## src/ntc_lut_pkg.sv

```systemverilog
package ntc_lut_pkg;

   localparam int TABLE_ENTRIES_DEFAULT = 91;
   localparam int ROM_WORDS             = 91;
   localparam int ROM_ADDR_W            = $clog2(ROM_WORDS);
   localparam int SUM_W                 = 15;
   localparam int TEMP_W                = 10;
   localparam int ALU_W                 = 20;
   localparam int ROM_IDX_W             = 8;

   localparam logic signed [TEMP_W-1:0] TEMP_BELOW_FIRST = -10'sd400;
   localparam logic signed [TEMP_W-1:0] TEMP_ABOVE_LAST  = 10'sd500;

   localparam logic [SUM_W-1:0] ROM_SUMS [0:ROM_WORDS-1] = '{
      15'd31184, 15'd31088, 15'd31024, 15'd30928, 15'd30832, 15'd30736, 15'd30624,
      15'd30528, 15'd30432, 15'd30320, 15'd30208, 15'd30080, 15'd29968, 15'd29840,
      15'd29712, 15'd29584, 15'd29456, 15'd29296, 15'd29168, 15'd29008, 15'd28880,
      15'd28720, 15'd28560, 15'd28416, 15'd28240, 15'd28080, 15'd27920, 15'd27744,
      15'd27584, 15'd27408, 15'd27232, 15'd27040, 15'd26880, 15'd26688, 15'd26496,
      15'd26304, 15'd26144, 15'd25952, 15'd25760, 15'd25568, 15'd25376, 15'd25184,
      15'd24992, 15'd24800, 15'd24608, 15'd24416, 15'd24224, 15'd24032, 15'd23840,
      15'd23648, 15'd23472, 15'd23280, 15'd23104, 15'd22912, 15'd22736, 15'd22560,
      15'd22368, 15'd22192, 15'd22032, 15'd21840, 15'd21680, 15'd21504, 15'd21344,
      15'd21168, 15'd21008, 15'd20848, 15'd20688, 15'd20528, 15'd20368, 15'd20224,
      15'd20080, 15'd19936, 15'd19776, 15'd19648, 15'd19488, 15'd19360, 15'd19232,
      15'd19104, 15'd18976, 15'd18848, 15'd18720, 15'd18608, 15'd18480, 15'd18368,
      15'd18256, 15'd18144, 15'd18048, 15'd17936, 15'd17824, 15'd17728, 15'd17632
   };

   // Indexes past the stored words read the last word.
   function automatic logic [SUM_W-1:0] rom_read(input logic [ROM_IDX_W-1:0] idx);
      logic [ROM_IDX_W-1:0] i;
      i = (idx >= ROM_IDX_W'(ROM_WORDS)) ? ROM_IDX_W'(ROM_WORDS - 1) : idx;
      return ROM_SUMS[ROM_ADDR_W'(i)];
   endfunction

   // Temperature of table entry idx: -400 plus 10 per step, wrapped to 10 bits.
   function automatic logic [TEMP_W-1:0] temp_at(input logic [ROM_IDX_W-1:0] idx);
      logic [15:0] t;
      t = 16'(idx) * 16'd10 - 16'd400;
      return t[TEMP_W-1:0];
   endfunction

endpackage

```

## src/ntc_table_temperature_lookup.sv

```systemverilog
// NTC thermistor table lookup: sum of 32 ADC samples in, temperature in
// tenths of a degree Celsius out.
//
// Request channel: req_adc_sum is taken at a rising edge where start is high
// and busy is low. busy stays high from the following cycle until the
// conversion finishes.
// Response channel: rsp_temperature_tenths is valid for exactly one cycle,
// marked by rsp_strobe. The receiver cannot stall; it must take the
// response in that cycle.
//
// Sequence after the accepting edge: a sum at or below the last entry is
// answered after the first range check, a sum at or above the first entry
// after the second; a sum between entries passes two range checks, up to
// ceil(log2(TABLE_ENTRIES - 1)) search steps plus one exit step, three setup
// steps and four restoring-division steps. All steps share one subtract/compare
// unit. One request is in flight at a time; busy drops in the cycle the
// response is shown, so the next request may be taken at that edge.
//
// Reset (synchronous, active high) returns the sequencer to idle and drops
// any pending response strobe.
module ntc_table_temperature_lookup #(
   parameter int TABLE_ENTRIES = ntc_lut_pkg::TABLE_ENTRIES_DEFAULT
) (
   input  logic                                        clock,
   input  logic                                        reset,
   input  logic                                        start,
   output logic                                        busy,
   input  logic        [ntc_lut_pkg::SUM_W-1:0]        req_adc_sum,
   output logic                                        rsp_strobe,
   output logic signed [ntc_lut_pkg::TEMP_W-1:0]       rsp_temperature_tenths
);

   localparam int IDX_W = (TABLE_ENTRIES > 2) ? $clog2(TABLE_ENTRIES) : 1;
   localparam int W     = ntc_lut_pkg::ALU_W;
   localparam int SW    = ntc_lut_pkg::SUM_W;
   localparam int TW    = ntc_lut_pkg::TEMP_W;
   localparam int RW    = ntc_lut_pkg::ROM_IDX_W;

   typedef enum logic [7:0] {
      ST_IDLE      = 8'b0000_0001,
      ST_CHK_LAST  = 8'b0000_0010,
      ST_CHK_FIRST = 8'b0000_0100,
      ST_SEARCH    = 8'b0000_1000,
      ST_READ_L    = 8'b0001_0000,
      ST_GAP       = 8'b0010_0000,
      ST_DIFF      = 8'b0100_0000,
      ST_DIV       = 8'b1000_0000
   } state_type;

   state_type         state_ff, state_in;
   logic [SW-1:0]     sum_ff, sum_in;
   logic [IDX_W-1:0]  lo_ff, lo_in;
   logic [IDX_W-1:0]  hi_ff, hi_in;
   logic [SW-1:0]     gap_ff, gap_in;
   logic [W-1:0]      rem_ff, rem_in;
   logic [3:0]        q_ff, q_in;
   logic [1:0]        k_ff, k_in;
   logic [TW-1:0]     result_ff, result_in;
   logic              rsp_valid_ff, rsp_valid_in;

   logic [W-1:0]      alu_a, alu_b, alu_diff;
   logic              alu_ge;
   logic [IDX_W:0]    idx_sum;
   logic [IDX_W-1:0]  mid;
   logic              span_open;
   logic [SW-1:0]     rom_lo, rom_hi, rom_mid, rom_first;
   logic [SW-1:0]     x;
   logic [3:0]        q_next;

   ntc_lut_alu u_alu (
      .op_a   (alu_a),
      .op_b   (alu_b),
      .diff   (alu_diff),
      .a_ge_b (alu_ge)
   );

   // Midpoint and table reads of the current bracket.
   assign idx_sum   = {1'b0, lo_ff} + {1'b0, hi_ff};
   assign mid       = idx_sum[IDX_W:1];
   assign span_open = (hi_ff - lo_ff) > IDX_W'(1);
   assign rom_lo    = ntc_lut_pkg::rom_read(RW'(lo_ff));
   assign rom_hi    = ntc_lut_pkg::rom_read(RW'(hi_ff));
   assign rom_mid   = ntc_lut_pkg::rom_read(RW'(mid));
   assign rom_first = ntc_lut_pkg::rom_read(RW'(0));
   assign x         = alu_diff[SW-1:0];
   assign q_next    = alu_ge ? (q_ff | (4'd1 << k_ff)) : q_ff;

   // Steer the shared unit for each sequencer step.
   always_comb begin
      alu_a = '0;
      alu_b = '0;
      unique case (state_ff)
         ST_CHK_LAST: begin
            alu_a = W'(rom_hi);
            alu_b = W'(sum_ff);
         end
         ST_CHK_FIRST: begin
            alu_a = W'(sum_ff);
            alu_b = W'(rom_first);
         end
         ST_SEARCH: begin
            alu_a = W'(rom_mid);
            alu_b = W'(sum_ff);
         end
         ST_READ_L: begin
            alu_a = W'(sum_ff);
            alu_b = W'(rom_lo);
         end
         ST_GAP: begin
            alu_a = W'(rom_lo);
            alu_b = W'(rom_hi);
         end
         ST_DIFF: begin
            alu_a = W'(sum_ff);
            alu_b = W'(rom_hi);
         end
         ST_DIV: begin
            alu_a = rem_ff;
            alu_b = W'(gap_ff) << k_ff;
         end
         ST_IDLE: begin
            alu_a = '0;
            alu_b = '0;
         end
         default: begin
            alu_a = '0;
            alu_b = '0;
         end
      endcase
   end

   always_comb begin
      state_in     = state_ff;
      sum_in       = sum_ff;
      lo_in        = lo_ff;
      hi_in        = hi_ff;
      gap_in       = gap_ff;
      rem_in       = rem_ff;
      q_in         = q_ff;
      k_in         = k_ff;
      result_in    = result_ff;
      rsp_valid_in = 1'b0;
      unique case (state_ff)
         ST_IDLE: begin
            if (start) begin
               sum_in   = req_adc_sum;
               lo_in    = '0;
               hi_in    = IDX_W'(TABLE_ENTRIES - 1);
               state_in = ST_CHK_LAST;
            end
         end
         // Sum at or below the last entry: clamp hot.
         ST_CHK_LAST: begin
            if (alu_ge) begin
               result_in    = ntc_lut_pkg::TEMP_ABOVE_LAST;
               rsp_valid_in = 1'b1;
               state_in     = ST_IDLE;
            end else begin
               state_in = ST_CHK_FIRST;
            end
         end
         // Sum at or above the first entry: clamp cold.
         ST_CHK_FIRST: begin
            if (alu_ge) begin
               result_in    = ntc_lut_pkg::TEMP_BELOW_FIRST;
               rsp_valid_in = 1'b1;
               state_in     = ST_IDLE;
            end else begin
               state_in = ST_SEARCH;
            end
         end
         // Halve the bracket; table descends, so a larger sum moves hi down.
         ST_SEARCH: begin
            if (span_open) begin
               if (!alu_ge) begin
                  hi_in = mid;
               end else begin
                  lo_in = mid;
               end
            end else begin
               state_in = ST_READ_L;
            end
         end
         // Exact hit on the left entry: no interpolation.
         ST_READ_L: begin
            if (alu_ge) begin
               result_in    = ntc_lut_pkg::temp_at(RW'(lo_ff));
               rsp_valid_in = 1'b1;
               state_in     = ST_IDLE;
            end else begin
               state_in = ST_GAP;
            end
         end
         ST_GAP: begin
            gap_in = alu_diff[SW-1:0];
            if (!alu_ge || (alu_diff == '0)) begin
               result_in    = ntc_lut_pkg::temp_at(RW'(hi_ff));
               rsp_valid_in = 1'b1;
               state_in     = ST_IDLE;
            end else begin
               state_in = ST_DIFF;
            end
         end
         // Dividend: 10 * (sum - right) + gap / 2, for round half up.
         ST_DIFF: begin
            rem_in   = (W'(x) << 3) + (W'(x) << 1) + W'(gap_ff >> 1);
            q_in     = '0;
            k_in     = 2'd3;
            state_in = ST_DIV;
         end
         // Restoring division, one quotient bit per cycle; quotient is at most 10.
         ST_DIV: begin
            if (alu_ge) begin
               rem_in = alu_diff;
            end
            q_in = q_next;
            if (k_ff == 2'd0) begin
               result_in    = ntc_lut_pkg::temp_at(RW'(hi_ff)) - TW'(q_next);
               rsp_valid_in = 1'b1;
               state_in     = ST_IDLE;
            end else begin
               k_in = k_ff - 2'd1;
            end
         end
         default: begin
            state_in = ST_IDLE;
         end
      endcase
   end

   always_ff @(posedge clock) begin
      if (reset) begin
         state_ff     <= ST_IDLE;
         rsp_valid_ff <= 1'b0;
      end else begin
         state_ff     <= state_in;
         rsp_valid_ff <= rsp_valid_in;
      end
   end

   // Datapath registers hold without reset.
   always_ff @(posedge clock) begin
      sum_ff    <= sum_in;
      lo_ff     <= lo_in;
      hi_ff     <= hi_in;
      gap_ff    <= gap_in;
      rem_ff    <= rem_in;
      q_ff      <= q_in;
      k_ff      <= k_in;
      result_ff <= result_in;
   end

   assign busy                   = (state_ff != ST_IDLE);
   assign rsp_strobe             = rsp_valid_ff;
   assign rsp_temperature_tenths = result_ff;

endmodule

```

## src/ntc_lut_alu.sv

```systemverilog
module ntc_lut_alu (
   input  logic [ntc_lut_pkg::ALU_W-1:0] op_a,
   input  logic [ntc_lut_pkg::ALU_W-1:0] op_b,
   output logic [ntc_lut_pkg::ALU_W-1:0] diff,
   output logic                          a_ge_b
);

   logic [ntc_lut_pkg::ALU_W:0] full;

   // Subtract with one guard bit; no borrow means op_a >= op_b.
   assign full   = {1'b0, op_a} - {1'b0, op_b};
   assign diff   = full[ntc_lut_pkg::ALU_W-1:0];
   assign a_ge_b = ~full[ntc_lut_pkg::ALU_W];

endmodule
```

## config.mk

```make
export PLATFORM = sky130hd
export DESIGN_NAME = ntc_table_temperature_lookup
export DESIGN_NICKNAME = d
export VERILOG_FILES = /design/src/ntc_lut_pkg.sv /design/src/ntc_table_temperature_lookup.sv /design/src/ntc_lut_alu.sv
export SDC_FILE = /design/constraint.sdc
export NUM_CORES = 1
export LEC_CHECK = 0
export BUFFER_PORTS_ARGS = -buffer_cell sky130_fd_sc_hd__buf_2
export CAP_MARGIN = 30
export CELL_PAD_IN_SITES_DETAIL_PLACEMENT = 0
export CELL_PAD_IN_SITES_GLOBAL_PLACEMENT = 1
export CORE_MARGIN = 4
export CORE_UTILIZATION = 44
export DETAILED_ROUTE_END_ITERATION = 7
export PLACE_DENSITY = 0.86
export REMOVE_ABC_BUFFERS = 1
export SLEW_MARGIN = 10
export SYNTH_ARGS = -nofsm -noshare
export SYNTH_HDL_FRONTEND = slang
export SYNTH_SLANG_ARGS = --single-unit
export TNS_END_PERCENT = 50
```

## constraint.sdc

```tcl
create_clock -name clock -period 7.49 [get_ports clock]
set_input_delay 1.498 -clock clock [delete_from_list [all_inputs] [get_ports clock]]
set_output_delay 1.498 -clock clock [all_outputs]
set_load 0.005 [all_outputs]
```

==> results of run 1 <==
registers in the layout, indices dropped and copies added, names as in the netlist:
name	flops
lo_ff	7
sum_ff	15
rsp_strobe	1
q_ff	4
rsp_temperature_tenths	10
hi_ff	7
rem_ff	20
state_ff	8
k_ff	2
gap_ff	15
stage by stage:
stage                     std cells  cell area [um2]
after floorplan                1414            11300
after global placement         1894            12700
after detailed placement       1895            12700
after CTS                      1911            13100
after global routing           1920            13400
final                          1920            13400
layer usage:
metal | vias to the layer above | GRT usage, % | part of all wire (%)
li1 | 5754 | - | -
met1 | 5825 | 35.4 | 43
met2 | 527 | 46.3 | 47
met3 | 117 | 3.00 | 5.8
met4 | 0 | 10.5 | 3.7
met5 | - | 0 | 0
what timing repair did:
action,4_1_cts,5_1_grt
pin swaps,1,11
setup buffers,0,9
gates resized for setup,2,50
endpoints found under the setup margin,4,26
where the power goes:
part           switching, mW  total (mW)  internal [mW]
Sequential            0.0197       0.660          0.641
Clock                  0.213       0.465          0.252
Combinational           1.65        2.85           1.21
Total                   1.88        3.98           2.10
worst max path at each step:
stage	from	to	slack, ns	cells after the start
global placement	lo_ff[0]	rem_ff[16]	0.04	31
finish	lo_ff[0]	rsp_temperature_tenths[1]	0.30	30
detailed placement	lo_ff[0]	rem_ff[16]	-0.05	30
floorplan	lo_ff[2]	rem_ff[16]	-0.89	31
global route	lo_ff[0]	rem_ff[16]	-0.08	36
CTS	lo_ff[0]	rem_ff[16]	0.008	30
tightest hold or removal path, stage by stage (launching register included):
cell      delay, ns
edfxtp_1       0.32
a21oi_1        0.06
nor2_1         0.08
cells by family after synthesis:
group	count (synthesis)	share of synthesized area [%]
multiplexers	19	2.04
flip-flops	89	22.2
AO/OA/AOI/OAI	546	30.6
adder cells (fa/ha/maj)	135	15.7
AND/OR/NAND/NOR	483	19.1
buffers and inverters	165	5.44
XOR/XNOR	64	4.89
area by class of cell:
type / count / share of cell area (%)
Tap cell: 335 / 3.13
Timing Repair Buffer: 155 / 8.42
Multi-Input combinational cell: 1247 / 64.7
Sequential cell: 89 / 19.3
Clock inverter: 6 / 0.402
Clock buffer: 10 / 1.87
Inverter: 78 / 2.19
placed cells by master (no fill, tap or decap), drive strengths merged, types with 14 or more instances in the layout:
master,count
a211oi,25
nand2b,14
o21ai,129
inv,78
ha,116
nand3,30
fa,18
a31oi,20
nand2,173
nor2,143
o211ai,19
a221oi,17
a21o,24
a21oi,153
o22ai,21
buf,155
nor3,43
xnor2,40
xor2,24
edfxtp,80
==> run_results.csv, run 1 <==
group,metric,value,unit
run_status,status,"completed",
logic_synthesis,synthTopCellsByCount,"nand2_1 (172), a21oi_1 (152), nor2_1 (143)",
setup_path,crit_path_end_kind,"register",
logic_synthesis,netlist_instances,1501,
floorplan,core.rowCount,59,
floorplan,core_area,26000,um2
hold_path,hold_path.class,"register to register",
drt,wire_per_inst,21.0,um
global_routing,antenna_found_initial,0,
finish,final-seq-area,2580,um2
hold_path,hp-start,"q_ff[2]",
finish,drive_gt1_share,15.7,%
setup_path,reg2reg_from,"lo_ff[0]",
clock_network,clkTransAtPathRegs,0.08,ns
floorplan,start_util,44.7,%
setup_path,slowest_delay,0.54,ns
global_routing,grt.overflow.total,0,
flow_run,cap_violations,0,
sta,final-hold-violation-count,0,
logic_synthesis,synth_flop_cell,"edfxtp_1",
drt,drt_iter0_drc,1451,
drt,vias_per_cell,6.37,
global_routing,globalRouteTotalUtil,27.2,%
sta,maxSlewHeadroom,32.9,%
setup_path,worstPathRequired,7.57,ns
place,gp_congestion,0.970,
clock_network,cts_tree,"yes",
logic_synthesis,yosysTopAreaCell,"edfxtp_1",
global_routing,grt_max_degree,44,
setup_path,cp_common_cell,"buf_4",
place,hpwl,30.7,mm
sta,setup_tns,0,ns
clock_network,cts_buffer_depth,2,
setup_path,critPathTopFamily,"simple AND/OR/NAND/NOR gates",
logic_synthesis,synth.most_common_cell,"nand2_1",
setup_path,cpMaxStageDelayCell,"or4_4",
setup_path,reg2reg_slack,0.30,ns
sta,period_minus_slack,7.19,ns
global_routing,grt_first_pass_wirelength,63.5,mm
clock_network,htreeDepth,3,
hold_path,min_to,"q_ff[2]",
logic_synthesis,synth-seq-cells,89,
finish,num_antenna_cells,0,
drt,routed_wl,40.4,mm
clock_network,clock_sinks,89,
setup_path,cp-start-kind,"register",
logic_synthesis,synthArstFlopShare,0,%
logic_synthesis,synthTopCellsByArea,"edfxtp_1 (21%), ha_1 (12%), a21oi_1 (6.5%)",
drt,first_pass_iters,5,
setup_path,crit_arrival,7.27,ns
power,powerDensity,297,nW/um2
power,total_power,3.98,mW
logic_synthesis,synth-seq-area-share,22.2,%
power,p_leak,5.42,nW
floorplan,io_pins,30,
drt,drc,0,
logic_synthesis,ys_warn_count,0,
floorplan,fp.dieH,170,um
global_routing,grt_pass1_vias,11700,
finish,syn2layout_area_growth,15.1,%
finish,final_core_util,51.5,%
setup_path,worstPathMaxFanout,10,
logic_synthesis,syn_area,11600,um2
sta,worstMarginPinSlew,1.00,ns
sta,clock.fmax,0.139,GHz
clock_network,cts-root-buf,"clkbuf_16",
clock_network,hold_buffers,0,
place,portBuffers,29,
place,dp_worst_setup_slack,-0.0535,ns
setup_path,critPathBufInv,6,
sta,final_min_period_over_clock_period,96.0,%
sta,setup_viol,0,
sta,slew_viol_final,0,
clock_network,insertion_delay,0.36,ns
sta,fin_ws,0.301,ns
finish,fillers,2529,
logic_synthesis,ys_types,92,
setup_path,critPathKind,"register to register",
setup_path,r2r_end,"rsp_temperature_tenths[1]",
clock_network,cts_made_buffers,9,
finish,multi_input_area,8650,um2
floorplan,dieWidth,170,um
power,ir_drop,0.531,mV
logic_synthesis,synth_top_area_share,20.7,%
logic_synthesis,avgSynthCellArea,7.74,um2
sta,hold_ws,0.580,ns
sta,finalClockSkew,0.0124,ns
setup_path,reg2regPathDepth,30,
finish,nets,1732,
drt,ant_nets,0,
hold_path,hold_depth,2,
floorplan,dieArea,29100,um2
logic_synthesis,synth_edf_count,80,
sta,rsz0062_at_grt,"yes",
drt,vias,12200,
Note: power is estimated with default switching activity, not from simulation.
==> run 2: changes to the inputs <==
CORE_ASPECT_RATIO = 1.25   (was unset)
==> run 2 against run 1 <==
Clock-buffer cell count unchanged. Clock skew fell by 0.0015 ns. Cell count increased by 1.1%. Fmax fell by 2.1%. Design area up 1.9%. Non-clock buffer count rose by 17. Combinational power grew 2%. Worst hold slack lost 0.0045 ns. Flip-flop and latch count is the same. Clock power is 1% higher. Wire length increased by 2.4%. Via count rose by 0.49%. Critical endpoint is now rsp_temperature_tenths[7]. Largest power group unchanged.
==> run_results.csv, run 2 (same netlist as run 1, synthesis figures left out) <==
group,metric,value,unit
setup_path,crit_path_end_kind,"register",
finish,fin_cells,1942,
drt,vias_per_cell,6.32,
finish,num_antenna_cells,0,
clock_network,cts-root-buf,"clkbuf_16",
drt,vias,12300,
setup_path,r2r_end,"rsp_temperature_tenths[7]",
finish,final_cell_mix,"nand2_1 (171), a21oi_1 (142), buf_4 (140), nor2_1 (139), o21ai_0 (110)",
sta,final_min_period_over_clock_period,98.0,%
drt,first_pass_iters,5,
floorplan,io_pins,30,
place,numPlacedInstances,1919,
finish,drive_gt1_share,17.7,%
sta,fin_ws,0.150,ns
clock_network,insertion_delay,0.36,ns
setup_path,critPathKind,"register to register",
sta,hold_ws,0.576,ns
sta,clock.fmax,0.136,GHz
setup_path,worstPathMaxFanout,11,
sta,setup_tns,0,ns
floorplan,dieArea,29100,um2
hold_path,hold_path.class,"register to register",
clock_network,htreeDepth,3,
clock_network,clock_sinks,89,
setup_path,cpMaxStageDelayCell,"or4_4",
power,p_leak,5.52,nW
power,ir_drop,0.404,mV
drt,drt_iter0_drc,1161,
sta,slew_viol_final,0,
clock_network,cts_buffer_depth,2,
finish,largestRegisters,"rem_ff x20, gap_ff x15, sum_ff x15",
setup_path,cp-start-kind,"register",
sta,setup_viol,0,
floorplan,dieWidth,153,um
finish,final_area,13600,um2
setup_path,crit_arrival,7.41,ns
global_routing,grt.overflow.total,0,
finish,syn2layout_area_growth,17.3,%
floorplan,start_util,44.7,%
drt,wire_per_inst,21.3,um
place,gp_congestion,0.975,
finish,fillers,2488,
sta,maxSlewHeadroom,51.2,%
clock_network,hold_buffers,0,
floorplan,fp.dieH,190,um
sta,worstMarginPinSlew,0.732,ns
hold_path,hold_depth,2,
drt,drc,0,
flow_run,cap_violations,0,
power,powerDensity,296,nW/um2
drt,routed_wl,41.3,mm
clock_network,cts_made_buffers,9,
place,placed_area,12900,um2
setup_path,reg2reg_from,"hi_ff[0]",
floorplan,core_area,26000,um2
run_status,status,"completed",
sta,final-hold-violation-count,0,
finish,final_core_util,52.4,%
global_routing,grt_max_degree,42,
hold_path,min_to,"q_ff[2]",
finish,nets,1749,
place,dp_worst_setup_slack,-0.117,ns
setup_path,worstPathRequired,7.56,ns
finish,final_common_cell,"nand2_1",
sta,finalClockSkew,0.0109,ns
place,hpwl,31.8,mm
floorplan,core.rowCount,66,
setup_path,reg2reg_slack,0.15,ns
sta,rsz0062_at_grt,"yes",
power,total_power,4.03,mW
global_routing,globalRouteTotalUtil,27.2,%
hold_path,hp-start,"q_ff[2]",
finish,largest_reg_flops,20,
global_routing,antenna_found_initial,0,
clock_network,cts_tree,"yes",
clock_network,clkTransAtPathRegs,0.07,ns
setup_path,reg2regPathDepth,32,
finish,largest-register,"rem_ff",
global_routing,grt_first_pass_wirelength,64.1,mm
setup_path,slowest_delay,0.56,ns
place,portBuffers,29,
sta,period_minus_slack,7.34,ns
drt,ant_nets,0,
global_routing,grt_pass1_vias,11900,
[run 2: cell types whose count changed in the layout (fill, tap and decap cells not counted), sizes merged]
cell / change
buf: +17
inv: -3
clkinv: +2
bufinv: +1
[run 2: layer usage]
layer	global-route usage, %	vias up	routed length (um)
li1	-	5765	-
met4	14.3	0	2370
met5	0	-	0
met2	48.7	524	20800
met3	2.84	141	2440
met1	32.0	5853	15800
[run 2: worst max-delay path by stage]
stage                                      endpoint      from  slack, ns  cells after the start
after floorplan                          rem_ff[16]  lo_ff[2]      -0.89                     31
after global placement                   rem_ff[16]  lo_ff[0]      -0.03                     32
after detailed placement                 rem_ff[17]  lo_ff[0]      -0.12                     35
after CTS                                rem_ff[17]  lo_ff[0]       0.04                     36
after global routing      rsp_temperature_tenths[7]  hi_ff[0]      -0.05                     32
final                     rsp_temperature_tenths[7]  hi_ff[0]       0.15                     32
[run 2: what timing repair did]
| item | 4_1_cts | 5_1_grt |
|---|---|---|
| pin swaps | 0 | 26 |
| gates resized for setup | 10 | 70 |
| setup endpoints to repair | 4 | 25 |
| setup buffers | 0 | 7 |
[run 2: report_power, final]
part / switching (mW) / internal, mW / total, mW
Combinational: 1.68 / 1.22 / 2.90
Sequential: 0.0206 / 0.641 / 0.661
Clock: 0.209 / 0.261 / 0.470
Total: 1.91 / 2.12 / 4.03
[run 2: cell type report]
type	count	area, um2	area share (%)
Timing Repair Buffer	172	1230	9.02
Clock inverter	6	66.3	0.487
Tap cell	340	425	3.12
Clock buffer	10	229	1.68
Inverter	78	297	2.18
Multi-Input combinational cell	1247	8800	64.6
Sequential cell	89	2580	18.9
[run 2: worst max-delay path, delay by kind of cell (launching register included)]
| kind | cells | cell delay [ns] |
|---|---|---|
| flip-flops | 1 | 0.44 |
| AO/OA/AOI/OAI | 9 | 1.71 |
| adder cells (fa/ha/maj) | 4 | 1.11 |
| buffers and inverters | 6 | 0.90 |
| AND/OR/NAND/NOR | 13 | 2.87 |
